===== config.mk =====
export PLATFORM = sky130hd
export DESIGN_NAME = char_lcd_write_sequencer
export DESIGN_NICKNAME = d
export VERILOG_FILES = /design/src/design/lcdws_pkg.sv /design/src/design/lcdws_ucode_rom.sv /design/src/design/lcdws_datapath.sv /design/src/design/char_lcd_write_sequencer.sv
export SDC_FILE = /design/constraint.sdc
export NUM_CORES = 1
export LEC_CHECK = 0
export ABC_CLOCK_PERIOD_IN_PS = 6700
export BUFFER_PORTS_ARGS = -buffer_cell sky130_fd_sc_hd__buf_2
export CAP_MARGIN = 25
export CORE_MARGIN = 2
export CORE_UTILIZATION = 40
export CTS_CLUSTER_DIAMETER = 120
export DETAILED_ROUTE_END_ITERATION = 10
export MAX_ROUTING_LAYER = met4
export PLACE_DENSITY = 0.62
export REMOVE_ABC_BUFFERS = 1
export SLEW_MARGIN = 20
export SYNTH_ARGS = -nofsm -noshare
export SYNTH_HDL_FRONTEND = slang
export SYNTH_SLANG_ARGS = --single-unit

===== constraint.sdc =====
create_clock -name clk -period 6.7 [get_ports clk]
set_input_delay 0.335 -clock clk [delete_from_list [all_inputs] [get_ports clk]]
set_output_delay 0.335 -clock clk [all_outputs]
set_load 0.01 [all_outputs]

===== src/design/lcdws_pkg.sv =====
`timescale 1ns / 1ps
// Shared types and constants for the character-LCD write sequencer.
// No dependencies; used by every module in the design folder.
package lcdws_pkg;

  localparam int PC_W    = 4;
  localparam int CNT_W   = 5;
  localparam int DIGITS  = 10;
  localparam int BCD_W   = 4 * DIGITS;
  localparam int NUM_W   = 32;
  localparam int PAT_W   = 64;

  // request kinds
  localparam logic [2:0] KIND_INIT   = 3'd0;
  localparam logic [2:0] KIND_CMD    = 3'd1;
  localparam logic [2:0] KIND_DATA   = 3'd2;
  localparam logic [2:0] KIND_GOTO   = 3'd3;
  localparam logic [2:0] KIND_GLYPH  = 3'd4;
  localparam logic [2:0] KIND_NUMBER = 3'd5;

  // LCD command bytes
  localparam logic [7:0] LCD_FUNC_SET = 8'b0011_1000;
  localparam logic [7:0] LCD_DISP_ON  = 8'b0000_1110;
  localparam logic [7:0] LCD_CLEAR    = 8'h01;
  localparam logic [7:0] LCD_DDRAM    = 8'd128;
  localparam logic [7:0] LCD_CGRAM    = 8'd64;
  localparam logic [7:0] LCD_ROW1_OFS = 8'h40;
  localparam logic [7:0] ASCII_ZERO   = 8'h30;

  // counter preloads
  localparam logic [CNT_W-1:0] CNT_PAT_LOAD = CNT_W'(7);
  localparam logic [CNT_W-1:0] CNT_BIN_LOAD = CNT_W'(NUM_W - 1);
  localparam logic [CNT_W-1:0] CNT_DIG_LOAD = CNT_W'(DIGITS - 1);

  // microcode program entry points
  localparam logic [PC_W-1:0] PC_END   = 4'd0;
  localparam logic [PC_W-1:0] PC_INIT  = 4'd1;
  localparam logic [PC_W-1:0] PC_CMD   = 4'd4;
  localparam logic [PC_W-1:0] PC_DATA  = 4'd5;
  localparam logic [PC_W-1:0] PC_GOTO  = 4'd6;
  localparam logic [PC_W-1:0] PC_GLYPH = 4'd7;
  localparam logic [PC_W-1:0] PC_PAT   = 4'd8;
  localparam logic [PC_W-1:0] PC_NUM   = 4'd11;
  localparam logic [PC_W-1:0] PC_DIGIT = 4'd12;

  typedef enum logic [2:0] {
    SRC_CONST,
    SRC_RAW,
    SRC_GOTO,
    SRC_CGADDR,
    SRC_PAT,
    SRC_SLOT,
    SRC_DIGIT
  } src_t;

  typedef enum logic [1:0] {
    ACT_NONE,
    ACT_PAT_SHIFT,
    ACT_DABBLE,
    ACT_DIGIT_SHIFT
  } act_t;

  typedef enum logic [1:0] {
    BR_NEXT,
    BR_LOOP,
    BR_END
  } br_t;

  typedef struct packed {
    logic            emit;
    logic            is_data;
    logic            last;
    src_t            src;
    logic [7:0]      konst;
    act_t            act;
    br_t             br;
    logic [PC_W-1:0] target;
  } cw_t;

  typedef struct packed {
    logic cnt_zero;
    logic skip;
  } dp_stat_t;

  typedef struct packed {
    logic [2:0]       kind;
    logic [7:0]       byte_value;
    logic [5:0]       column;
    logic             row;
    logic [2:0]       glyph_slot;
    logic [PAT_W-1:0] glyph_pattern;
    logic [NUM_W-1:0] number;
  } req_t;

  typedef struct packed {
    logic       is_data;
    logic [7:0] bus_byte;
    logic       last;
  } wr_t;

  function automatic logic [PC_W-1:0] entry_pc(input logic [2:0] kind);
    logic [PC_W-1:0] pc;
    case (kind)
      KIND_INIT:   pc = PC_INIT;
      KIND_CMD:    pc = PC_CMD;
      KIND_DATA:   pc = PC_DATA;
      KIND_GOTO:   pc = PC_GOTO;
      KIND_GLYPH:  pc = PC_GLYPH;
      KIND_NUMBER: pc = PC_NUM;
      default:     pc = PC_END;
    endcase
    return pc;
  endfunction

endpackage


===== src/design/lcdws_ucode_rom.sv =====
`timescale 1ns / 1ps
// Microcode ROM: one control word per program step.
// Depends on lcdws_pkg.
module lcdws_ucode_rom (
  input  logic [lcdws_pkg::PC_W-1:0] pc,
  output lcdws_pkg::cw_t             cw
);

  always_comb begin
    cw = '{emit: 1'b0, is_data: 1'b0, last: 1'b0, src: lcdws_pkg::SRC_CONST,
           konst: 8'h00, act: lcdws_pkg::ACT_NONE, br: lcdws_pkg::BR_END,
           target: lcdws_pkg::PC_END};
    case (pc)
      lcdws_pkg::PC_INIT: begin
        cw.emit = 1'b1; cw.konst = lcdws_pkg::LCD_FUNC_SET; cw.br = lcdws_pkg::BR_NEXT;
      end
      lcdws_pkg::PC_INIT + 4'd1: begin
        cw.emit = 1'b1; cw.konst = lcdws_pkg::LCD_DISP_ON; cw.br = lcdws_pkg::BR_NEXT;
      end
      lcdws_pkg::PC_INIT + 4'd2: begin
        cw.emit = 1'b1; cw.konst = lcdws_pkg::LCD_CLEAR; cw.last = 1'b1;
      end
      lcdws_pkg::PC_CMD: begin
        cw.emit = 1'b1; cw.src = lcdws_pkg::SRC_RAW; cw.last = 1'b1;
      end
      lcdws_pkg::PC_DATA: begin
        cw.emit = 1'b1; cw.is_data = 1'b1; cw.src = lcdws_pkg::SRC_RAW; cw.last = 1'b1;
      end
      lcdws_pkg::PC_GOTO: begin
        cw.emit = 1'b1; cw.src = lcdws_pkg::SRC_GOTO; cw.last = 1'b1;
      end
      lcdws_pkg::PC_GLYPH: begin
        cw.emit = 1'b1; cw.src = lcdws_pkg::SRC_CGADDR; cw.br = lcdws_pkg::BR_NEXT;
      end
      lcdws_pkg::PC_PAT: begin
        cw.emit = 1'b1; cw.is_data = 1'b1; cw.src = lcdws_pkg::SRC_PAT;
        cw.act = lcdws_pkg::ACT_PAT_SHIFT; cw.br = lcdws_pkg::BR_LOOP;
        cw.target = lcdws_pkg::PC_PAT;
      end
      lcdws_pkg::PC_PAT + 4'd1: begin
        cw.emit = 1'b1; cw.src = lcdws_pkg::SRC_GOTO; cw.br = lcdws_pkg::BR_NEXT;
      end
      lcdws_pkg::PC_PAT + 4'd2: begin
        cw.emit = 1'b1; cw.is_data = 1'b1; cw.src = lcdws_pkg::SRC_SLOT; cw.last = 1'b1;
      end
      lcdws_pkg::PC_NUM: begin
        cw.act = lcdws_pkg::ACT_DABBLE; cw.br = lcdws_pkg::BR_LOOP;
        cw.target = lcdws_pkg::PC_NUM;
      end
      lcdws_pkg::PC_DIGIT: begin
        // last flag of a digit comes from the datapath
        cw.emit = 1'b1; cw.is_data = 1'b1; cw.src = lcdws_pkg::SRC_DIGIT;
        cw.act = lcdws_pkg::ACT_DIGIT_SHIFT; cw.br = lcdws_pkg::BR_LOOP;
        cw.target = lcdws_pkg::PC_DIGIT;
      end
      default: begin
        cw.br = lcdws_pkg::BR_END;
      end
    endcase
  end

endmodule


===== src/design/lcdws_datapath.sv =====
`timescale 1ns / 1ps
// Datapath: request hold registers, pattern shifter, binary-to-BCD unit,
// loop counter and write-byte select. Depends on lcdws_pkg.
module lcdws_datapath (
  input  logic                clk,
  input  logic                rst,
  input  logic                load,
  input  lcdws_pkg::req_t     req,
  input  logic                step,
  input  lcdws_pkg::cw_t      cw,
  output lcdws_pkg::dp_stat_t stat,
  output lcdws_pkg::wr_t      wr_d
);

  logic [7:0]                      byte_value;
  logic [5:0]                      column;
  logic                            row;
  logic [2:0]                      slot;
  logic [lcdws_pkg::PAT_W-1:0]     pat;
  logic [lcdws_pkg::NUM_W-1:0]     bin;
  logic [lcdws_pkg::BCD_W-1:0]     bcd;
  logic [lcdws_pkg::BCD_W-1:0]     bcd_adj;
  logic [lcdws_pkg::CNT_W-1:0]     cnt;
  logic                            seen;
  logic [3:0]                      digit;
  logic                            digit_last;

  assign digit      = bcd[lcdws_pkg::BCD_W-1 -: 4];
  assign digit_last = (cnt == '0);

  // add-3 correction, one independent nibble per decimal digit
  always_comb begin
    for (int d = 0; d < lcdws_pkg::DIGITS; d++) begin
      bcd_adj[4*d +: 4] = (bcd[4*d +: 4] >= 4'd5) ? bcd[4*d +: 4] + 4'd3 : bcd[4*d +: 4];
    end
  end

  always_comb begin
    stat.cnt_zero = (cnt == '0);
    stat.skip     = (cw.src == lcdws_pkg::SRC_DIGIT) && (digit == 4'd0) && !seen && !digit_last;
  end

  always_comb begin
    wr_d.is_data = cw.is_data;
    wr_d.last    = cw.last || ((cw.src == lcdws_pkg::SRC_DIGIT) && digit_last);
    case (cw.src)
      lcdws_pkg::SRC_CONST:  wr_d.bus_byte = cw.konst;
      lcdws_pkg::SRC_RAW:    wr_d.bus_byte = byte_value;
      lcdws_pkg::SRC_GOTO:   wr_d.bus_byte = lcdws_pkg::LCD_DDRAM
                                             + (row ? lcdws_pkg::LCD_ROW1_OFS : 8'h00)
                                             + {2'b00, column};
      lcdws_pkg::SRC_CGADDR: wr_d.bus_byte = lcdws_pkg::LCD_CGRAM + {2'b00, slot, 3'b000};
      lcdws_pkg::SRC_PAT:    wr_d.bus_byte = pat[7:0];
      lcdws_pkg::SRC_SLOT:   wr_d.bus_byte = {5'b00000, slot};
      lcdws_pkg::SRC_DIGIT:  wr_d.bus_byte = lcdws_pkg::ASCII_ZERO + {4'h0, digit};
      default:               wr_d.bus_byte = 8'h00;
    endcase
  end

  // payload registers
  always_ff @(posedge clk) begin
    if (load) begin
      byte_value <= req.byte_value;
      column     <= req.column;
      row        <= req.row;
      slot       <= req.glyph_slot;
      pat        <= req.glyph_pattern;
      bin        <= req.number;
      bcd        <= '0;
    end else if (step) begin
      case (cw.act)
        lcdws_pkg::ACT_PAT_SHIFT:   pat <= pat >> 8;
        lcdws_pkg::ACT_DABBLE:      {bcd, bin} <= {bcd_adj, bin} << 1;
        lcdws_pkg::ACT_DIGIT_SHIFT: bcd <= bcd << 4;
        default: ;
      endcase
    end
  end

  // loop counter and leading-zero flag
  always_ff @(posedge clk) begin
    if (rst) begin
      cnt  <= '0;
      seen <= 1'b0;
    end else if (load) begin
      cnt  <= (req.kind == lcdws_pkg::KIND_NUMBER) ? lcdws_pkg::CNT_BIN_LOAD
                                                   : lcdws_pkg::CNT_PAT_LOAD;
      seen <= 1'b0;
    end else if (step && cw.act != lcdws_pkg::ACT_NONE) begin
      cnt <= (cnt == '0) ? lcdws_pkg::CNT_DIG_LOAD : cnt - 1'b1;
      if (cw.act == lcdws_pkg::ACT_DIGIT_SHIFT && digit != 4'd0) begin
        seen <= 1'b1;
      end
    end
  end

endmodule


===== src/design/char_lcd_write_sequencer.sv =====
`timescale 1ns / 1ps
// Character-LCD write sequencer, top level. Depends on lcdws_pkg, lcdws_ucode_rom, lcdws_datapath.
// The first bus write passes through the pc register and then the output register; a number first
//   runs 32 conversion steps and skips leading zeros before its first write.
// Throughput: one request at a time; one microcode step per cycle, plus stalls on wr_ready.
// Reset (rst, synchronous): sequencer idle, output register empty, loop counter and leading-zero flag cleared.
module char_lcd_write_sequencer (
  input  logic            clk,
  input  logic            rst,
  input  logic            req_valid,
  output logic            req_ready,
  input  lcdws_pkg::req_t req,
  output logic            wr_valid,
  input  logic            wr_ready,
  output lcdws_pkg::wr_t  wr
);

  // sequencer state
  logic                      busy;
  logic [lcdws_pkg::PC_W-1:0] pc;
  lcdws_pkg::cw_t            cw;
  lcdws_pkg::dp_stat_t       stat;
  lcdws_pkg::wr_t            wr_d;

  logic accept;
  logic out_free;
  logic emit_eff;
  logic fire;

  assign req_ready = !busy;
  assign accept    = req_valid && req_ready;

  // the output register is free if empty or being drained this cycle
  assign out_free = !wr_valid || wr_ready;
  // leading-zero digits are skipped without a bus write
  assign emit_eff = cw.emit && !stat.skip;
  // a step retires unless it must write and the output register is full
  assign fire     = busy && (!emit_eff || out_free);

  lcdws_ucode_rom u_rom (
    .pc (pc),
    .cw (cw)
  );

  lcdws_datapath u_dp (
    .clk  (clk),
    .rst  (rst),
    .load (accept),
    .req  (req),
    .step (fire),
    .cw   (cw),
    .stat (stat),
    .wr_d (wr_d)
  );

  // step counter with conditional jumps
  always_ff @(posedge clk) begin
    if (rst) begin
      busy <= 1'b0;
      pc   <= lcdws_pkg::PC_END;
    end else if (accept) begin
      busy <= 1'b1;
      pc   <= lcdws_pkg::entry_pc(req.kind);
    end else if (fire) begin
      case (cw.br)
        lcdws_pkg::BR_NEXT: pc <= pc + 1'b1;
        lcdws_pkg::BR_LOOP: pc <= stat.cnt_zero ? pc + 1'b1 : cw.target;
        default: begin
          busy <= 1'b0;
          pc   <= lcdws_pkg::PC_END;
        end
      endcase
    end
  end

  // output register: one bus write transaction held here
  always_ff @(posedge clk) begin
    if (rst) begin
      wr_valid <= 1'b0;
    end else if (fire && emit_eff) begin
      wr_valid <= 1'b1;
    end else if (wr_ready) begin
      wr_valid <= 1'b0;
    end
  end

  always_ff @(posedge clk) begin
    if (fire && emit_eff) begin
      wr <= wr_d;
    end
  end

  // a pending write that is not the final one means the sequencer still has work
  a_notlast_busy: assert property (@(posedge clk) disable iff (rst)
    wr_valid && !wr.last |-> busy)
    else $error("non-final write pending while sequencer idle");

  // the final digit of a number is never suppressed
  a_last_digit_kept: assert property (@(posedge clk) disable iff (rst)
    busy && cw.src == lcdws_pkg::SRC_DIGIT && wr_d.last |-> !stat.skip)
    else $error("final digit skipped");

  // an accepted request always starts the program
  a_accept_busy: assert property (@(posedge clk) disable iff (rst)
    accept |=> busy && !req_ready)
    else $error("request accepted without starting sequencer");

endmodule


==> flow_summary.yaml, run 1 <==
setup_path:
  end_kind: "register"
  critPathMaxStageDelay_ns: 0.61
  path_cells: "inv_1, ha_1, and2_1, o2111ai_2, a41oi_2, buf_4, a41o_2, buf_4"
  path_buf_inv: 3
  worstSetupPathType: "register to register"
  required_ns: 6.75
  crit_family: "buffers and inverters"
  crit_path_top_delay_cell: "buf_4"
  crit_fanout: 62
  cp-start-kind: "register"
  crit_top_cell: "buf_4"
  arrival_ns: 3.61
clock_network:
  htree_levels: 4
  cts_buffers: 17
  clk_pin_slew_ns: 0.07
  clkSinkCount: 176
  clockBufferDepth: 2
  cts_tree: "done"
  insertion_delay_ns: 0.43
  cts_resized: 0
  cts_hold_buf: 0
  root_buffer: "clkbuf_16"
  post_cts_buffers: 0
sta:
  fin_hold_ws_ns: 0.0856
  final.min_clock_period_ns: 3.56
  drv_slew: 0
  max_clock_freq_mhz: 281
  finalCritPeriodShare_pct: 53.1
  timing.clock.skew_ns: 0.0117
  setup_ws_ns: 3.14
  finalSetupViolCount: 0
  tightest_slew_ns: 0.886
  slew_headroom_pct: 40.4
  hold_viol: 0
  rsz0062_at_grt: "false"
logic_synthesis:
  synth.top_cell.area_share_pct: 41.8
  synth-edff-count: 124
  yosysSeqAreaShare_pct: 53.4
  synth.area.top_cells: "edfxtp_1 (42%), nand2_1 (13%), dfxtp_1 (12%), a21oi_1 (4.0%), mux2i_1 (3.6%)"
  yosys_warnings: 0
  synth_area_mm2: 0.00892
  synth_commonest_cells: "nand2_1 (305), edfxtp_1 (124), a21oi_1 (72)"
  synth_cell_type_count: 60
  synth-seq-cells: 176
  synth_ff_type: "edfxtp_1"
  ys_async_sr_fraction_pct: 0
  yosysTopAreaCell: "edfxtp_1"
  avgSynthCellArea_um2: 9.34
  synth_cells: 955
  synth.most_common_cell: "nand2_1"
global_routing:
  grt_usage_pct: 17.2
  antenna_found_initial: 4
  grt_pass1_wl_um: 32300
  grt-ovfl-total: 0
  grt_start_max_net_pins: 82
  first_global_vias: 6518
flow_run:
  cap_violations: 0
pwr:
  powerDensity_mw_per_mm2: 258
  ir_drop_mv: 0.165
  finalPower_w: 0.00269
  p_leak_nw: 4.46
drt:
  dr.first_iter.drc_count: 471
  viasPerCell: 5.09
  drc: 0
  dr.pass1.iters: 5
  antenna_left: 0
  wire_per_inst_um: 14.6
  drt_wl_total_um: 19800
  vias: 6917
placed_design:
  hpwlAfterDp_um: 12800
  port_buffers: 132
  placed_cells: 1320
  dp_slack_ns: 3.16
  gp_congestion: 0.864
floorplan:
  io-pin-count: 133
  initial_core_util_pct: 40.9
  core_area_mm2: 0.0218
  dieArea_mm2: 0.0235
  die_w_um: 153
  rows: 54
  die_y_um: 153
final_layout:
  layout.nets: 1206
  drive_gt1_share_pct: 17.9
  synthToLayoutAreaGrowth_pct: 16.5
  final_cells: 1358
worst_hold_path:
  hp-class: "input port to register"
run_status:
  outcome: "completed"
cell type report:
class	instances	area, um2
timing repair buffer	139	733
fill	2082	11400
tap	280	350
multi-input combinational	694	3830
clock inverter	14	153
antenna	5	12.5
clock buffer	18	429
inverter	32	123
sequential	176	4760
metal layers:
metal  wire length (um)  GRT usage (%)  share of wire [%]  vias to the layer above
met3               1060           4.39                5.4                       17
met2               8970           25.2                 45                      161
li1                   -              -                  -                     3539
met1               9600           24.0                 49                     3200
met5                  0              -                  0                        -
met4                142           4.14               0.72                        0
where the power goes:
group	switching (W)	internal, W
Clock	0.000433	0.000557
Combinational	0.000237	0.000130
Sequential	0.0000395	0.00129
Total	0.000710	0.00198
through the flow:
stage	area, um2	TNS [ns]	utilization, %
4_1_cts	10400	0	47.4
2_1_floorplan	8690	-32.66	-
3_5_place_dp	9770	0	44.8
5_1_grt	10400	0	47.6
3_3_place_gp	9760	0	44.7
6_report	10400	0	47.6
cell families after synthesis:
family	synth area share [%]
xor gates and xnor gates	1.28
AOI/OAI and AO/OA	12.3
adders and majority gates	3.51
muxes	3.59
and+or+nand+nor	21.9
DFF	53.4
buffers and inverters	3.94
state kept, by name, indices dropped and copies added, names as in the netlist:
name	count
u_dp.column	6
u_dp.bcd	40
wr_valid	1
u_dp.pat	64
busy	1
u_dp.bin	32
u_dp.seen	1
u_dp.slot	3
wr	10
pc	4
u_dp.row	1
u_dp.byte_value	8
u_dp.cnt	5
worst reg2reg max path, stage by stage, from the launching register on:
cell       delay (ns)
dfxtp_1          0.36
inv_1            0.13
ha_1             0.40
and2_1           0.41
o2111ai_2        0.23
a41oi_2          0.29
buf_4            0.42
a41o_2           0.30
buf_4            0.61
cell usage in the layout (no fill, tap or decap), types with 13 or more instances in the layout:
cell,n
a21oi_1,72
buf_2,132
ha_1,25
nand2_1,304
mux2i_1,32
clkbuf_16,17
o21ai_0,30
nand3_1,23
xnor2_1,13
nand2b_1,15
inv_1,31
dfxtp_1,52
edfxtp_1,124
nor2_1,50
worst paths after layout:
check              startpoint                  to  slack (ns)  cells past startpoint
setup / recovery        pc[0]        u_dp.pat[13]        3.14                      8
hold / removal       req[108]  u_dp.byte_value[2]        0.09                      1
setup reg to reg        pc[0]        u_dp.pat[13]        3.14                      8
hold reg to reg   u_dp.cnt[0]         u_dp.cnt[0]        0.50                      2
Note: power is estimated with default switching activity, not from simulation.
==> run 2, diff against run 1 <==
--- a/config.mk
+++ b/config.mk
@@ -5,7 +5,7 @@
 export SDC_FILE = /design/constraint.sdc
 export NUM_CORES = 1
 export LEC_CHECK = 0
-export ABC_CLOCK_PERIOD_IN_PS = 6700
+export ABC_CLOCK_PERIOD_IN_PS = 3500
 export BUFFER_PORTS_ARGS = -buffer_cell sky130_fd_sc_hd__buf_2
 export CAP_MARGIN = 25
 export CORE_MARGIN = 2
==> constraint.sdc (replaced) <==
create_clock -name clk -period 3.5 [get_ports clk]
set_input_delay 0.175 -clock clk [delete_from_list [all_inputs] [get_ports clk]]
set_output_delay 0.175 -clock clk [all_outputs]
set_load 0.01 [all_outputs]
==> flow_summary.yaml, run 2 (synthesis gave the netlist of run 1 again) <==
run_status:
  outcome: "completed"
clock_network:
  insertion_delay_ns: 0.43
  clk_pin_slew_ns: 0.08
  htree_levels: 4
  root_buffer: "clkbuf_16"
  cts_tree: "done"
  clkSinkCount: 176
  cts_resized: 0
  clockBufferDepth: 2
  cts_buffers: 17
sta:
  max_clock_freq_mhz: 336
  drv_slew: 0
  finalSetupViolCount: 0
  tightest_slew_ns: 0.714
  finalCritPeriodShare_pct: 85.2
  slew_headroom_pct: 52.4
  final.min_clock_period_ns: 2.98
  fin_hold_ws_ns: 0.0117
  timing.clock.skew_ns: 0.0135
  hold_viol: 0
  rsz0062_at_grt: "false"
setup_path:
  worstSetupPathType: "register to register"
  crit_fanout: 32
  end_kind: "register"
  worst_r2r_path_depth: 8
  required_ns: 3.59
  cp-start-kind: "register"
  arrival_ns: 3.07
placed_design:
  hpwlAfterDp_um: 13000
  port_buffers: 132
  gp_congestion: 0.847
global_routing:
  antenna_found_initial: 3
  grt-ovfl-total: 0
  grt_pass1_wl_um: 33300
  first_global_vias: 6855
  grt_start_max_net_pins: 132
  grt_usage_pct: 17.8
floorplan:
  io-pin-count: 133
  die_w_um: 153
  core_area_mm2: 0.0218
  rows: 54
  die_y_um: 153
  initial_core_util_pct: 40.9
  dieArea_mm2: 0.0235
worst_hold_path:
  hp-class: "input port to register"
  holdPathStages: 3
final_layout:
  largest_register_ffs: 64
  synthToLayoutAreaGrowth_pct: 26.0
  final_cell_mix: "nand2_1 (304), buf_2 (132), edfxtp_1 (124), dlygate4sd3_1 (73), a21oi_1 (72)"
  seq_area_mm2: 0.00476
  multi_input_area_mm2: 0.00382
  largest_register: "u_dp.pat"
  final_util_pct: 51.5
  n_fill_cell: 1964
  layout.nets: 1288
  drive_gt1_share_pct: 17.5
  layout_commonest_cell: "nand2_1"
  largestRegisters: "u_dp.pat: 64 flops, u_dp.bcd: 40 flops, u_dp.bin: 32 flops"
drt:
  viasPerCell: 5.04
  wire_per_inst_um: 14.4
  drt_wl_total_um: 20700
  antenna_left: 0
  dr.pass1.iters: 5
  drc: 0
  dr.first_iter.drc_count: 557
  vias: 7255
flow_run:
  cap_violations: 0
pwr:
  p_leak_nw: 4.83
  finalPower_w: 0.00534
  ir_drop_mv: 0.427
  powerDensity_mw_per_mm2: 475
-- run 2: final cells by class --
| cell class | instances | share of cell area [%] |
|---|---|---|
| Antenna cell | 4 | 0.0891 |
| Clock buffer | 17 | 3.79 |
| Clock inverter | 15 | 1.84 |
| Inverter | 32 | 1.09 |
| Multi-Input combinational cell | 694 | 34.0 |
| Sequential cell | 176 | 42.4 |
| Tap cell | 280 | 3.12 |
| Timing Repair Buffer | 221 | 13.7 |
-- run 2: where the power goes --
part / total (W) / internal [W] / switching (W)
Sequential: 0.00253 / 0.00247 / 0.0000644
Combinational: 0.000800 / 0.000318 / 0.000482
Clock: 0.00201 / 0.00110 / 0.000907
Total: 0.00534 / 0.00389 / 0.00145
-- run 2: path summary, 6_finish.rpt --
| check | from | to | slack, ns |
|---|---|---|---|
| worst max register to register | pc[0] | u_dp.bin[30] | 0.52 |
| worst min register to register | u_dp.cnt[0] | u_dp.cnt[0] | 0.49 |
| worst max-delay path | pc[0] | u_dp.bin[30] | 0.52 |
| worst min-delay path | req[9] | u_dp.bin[9] | 0.01 |
-- run 2: routing by layer --
| layer | share of wire [%] | track usage, % | vias to the layer above |
|---|---|---|---|
| met2 | 47 | 27.4 | 172 |
| li1 | - | - | 3701 |
| met3 | 5.5 | 4.85 | 13 |
| met1 | 47 | 23.5 | 3369 |
| met5 | 0 | - | - |
| met4 | 0.97 | 4.23 | 0 |
-- run 2: metrics by stage --
step | TNS (ns) | setup slack [ns] | instance area [um2] | instances
after CTS | 0 | 0.555 | 11200 | 1431
after floorplan | -653.98 | -3.71 | 8690 | 902
final | 0 | 0.520 | 11200 | 1439
after global placement | 0 | 0.624 | 9860 | 1330
after detailed placement | 0 | 0.562 | 9860 | 1330
after global routing | 0 | 0.283 | 11200 | 1438
-- run 2: repair_timing --
item                      CTS  global route
hold buffers               69             4
buffers inserted            0             0
hold endpoints to repair   69             4
-- run 2: worst max-delay path, stage by stage, from the launching register on --
cell and delay, ns:
dfxtp_1 0.44, inv_1 0.12, ha_1 0.34, nor2_1 0.30
o211ai_1 0.25, a41oi_2 0.52, nand2_2 0.14, o21ai_4 0.13
buf_4 0.38
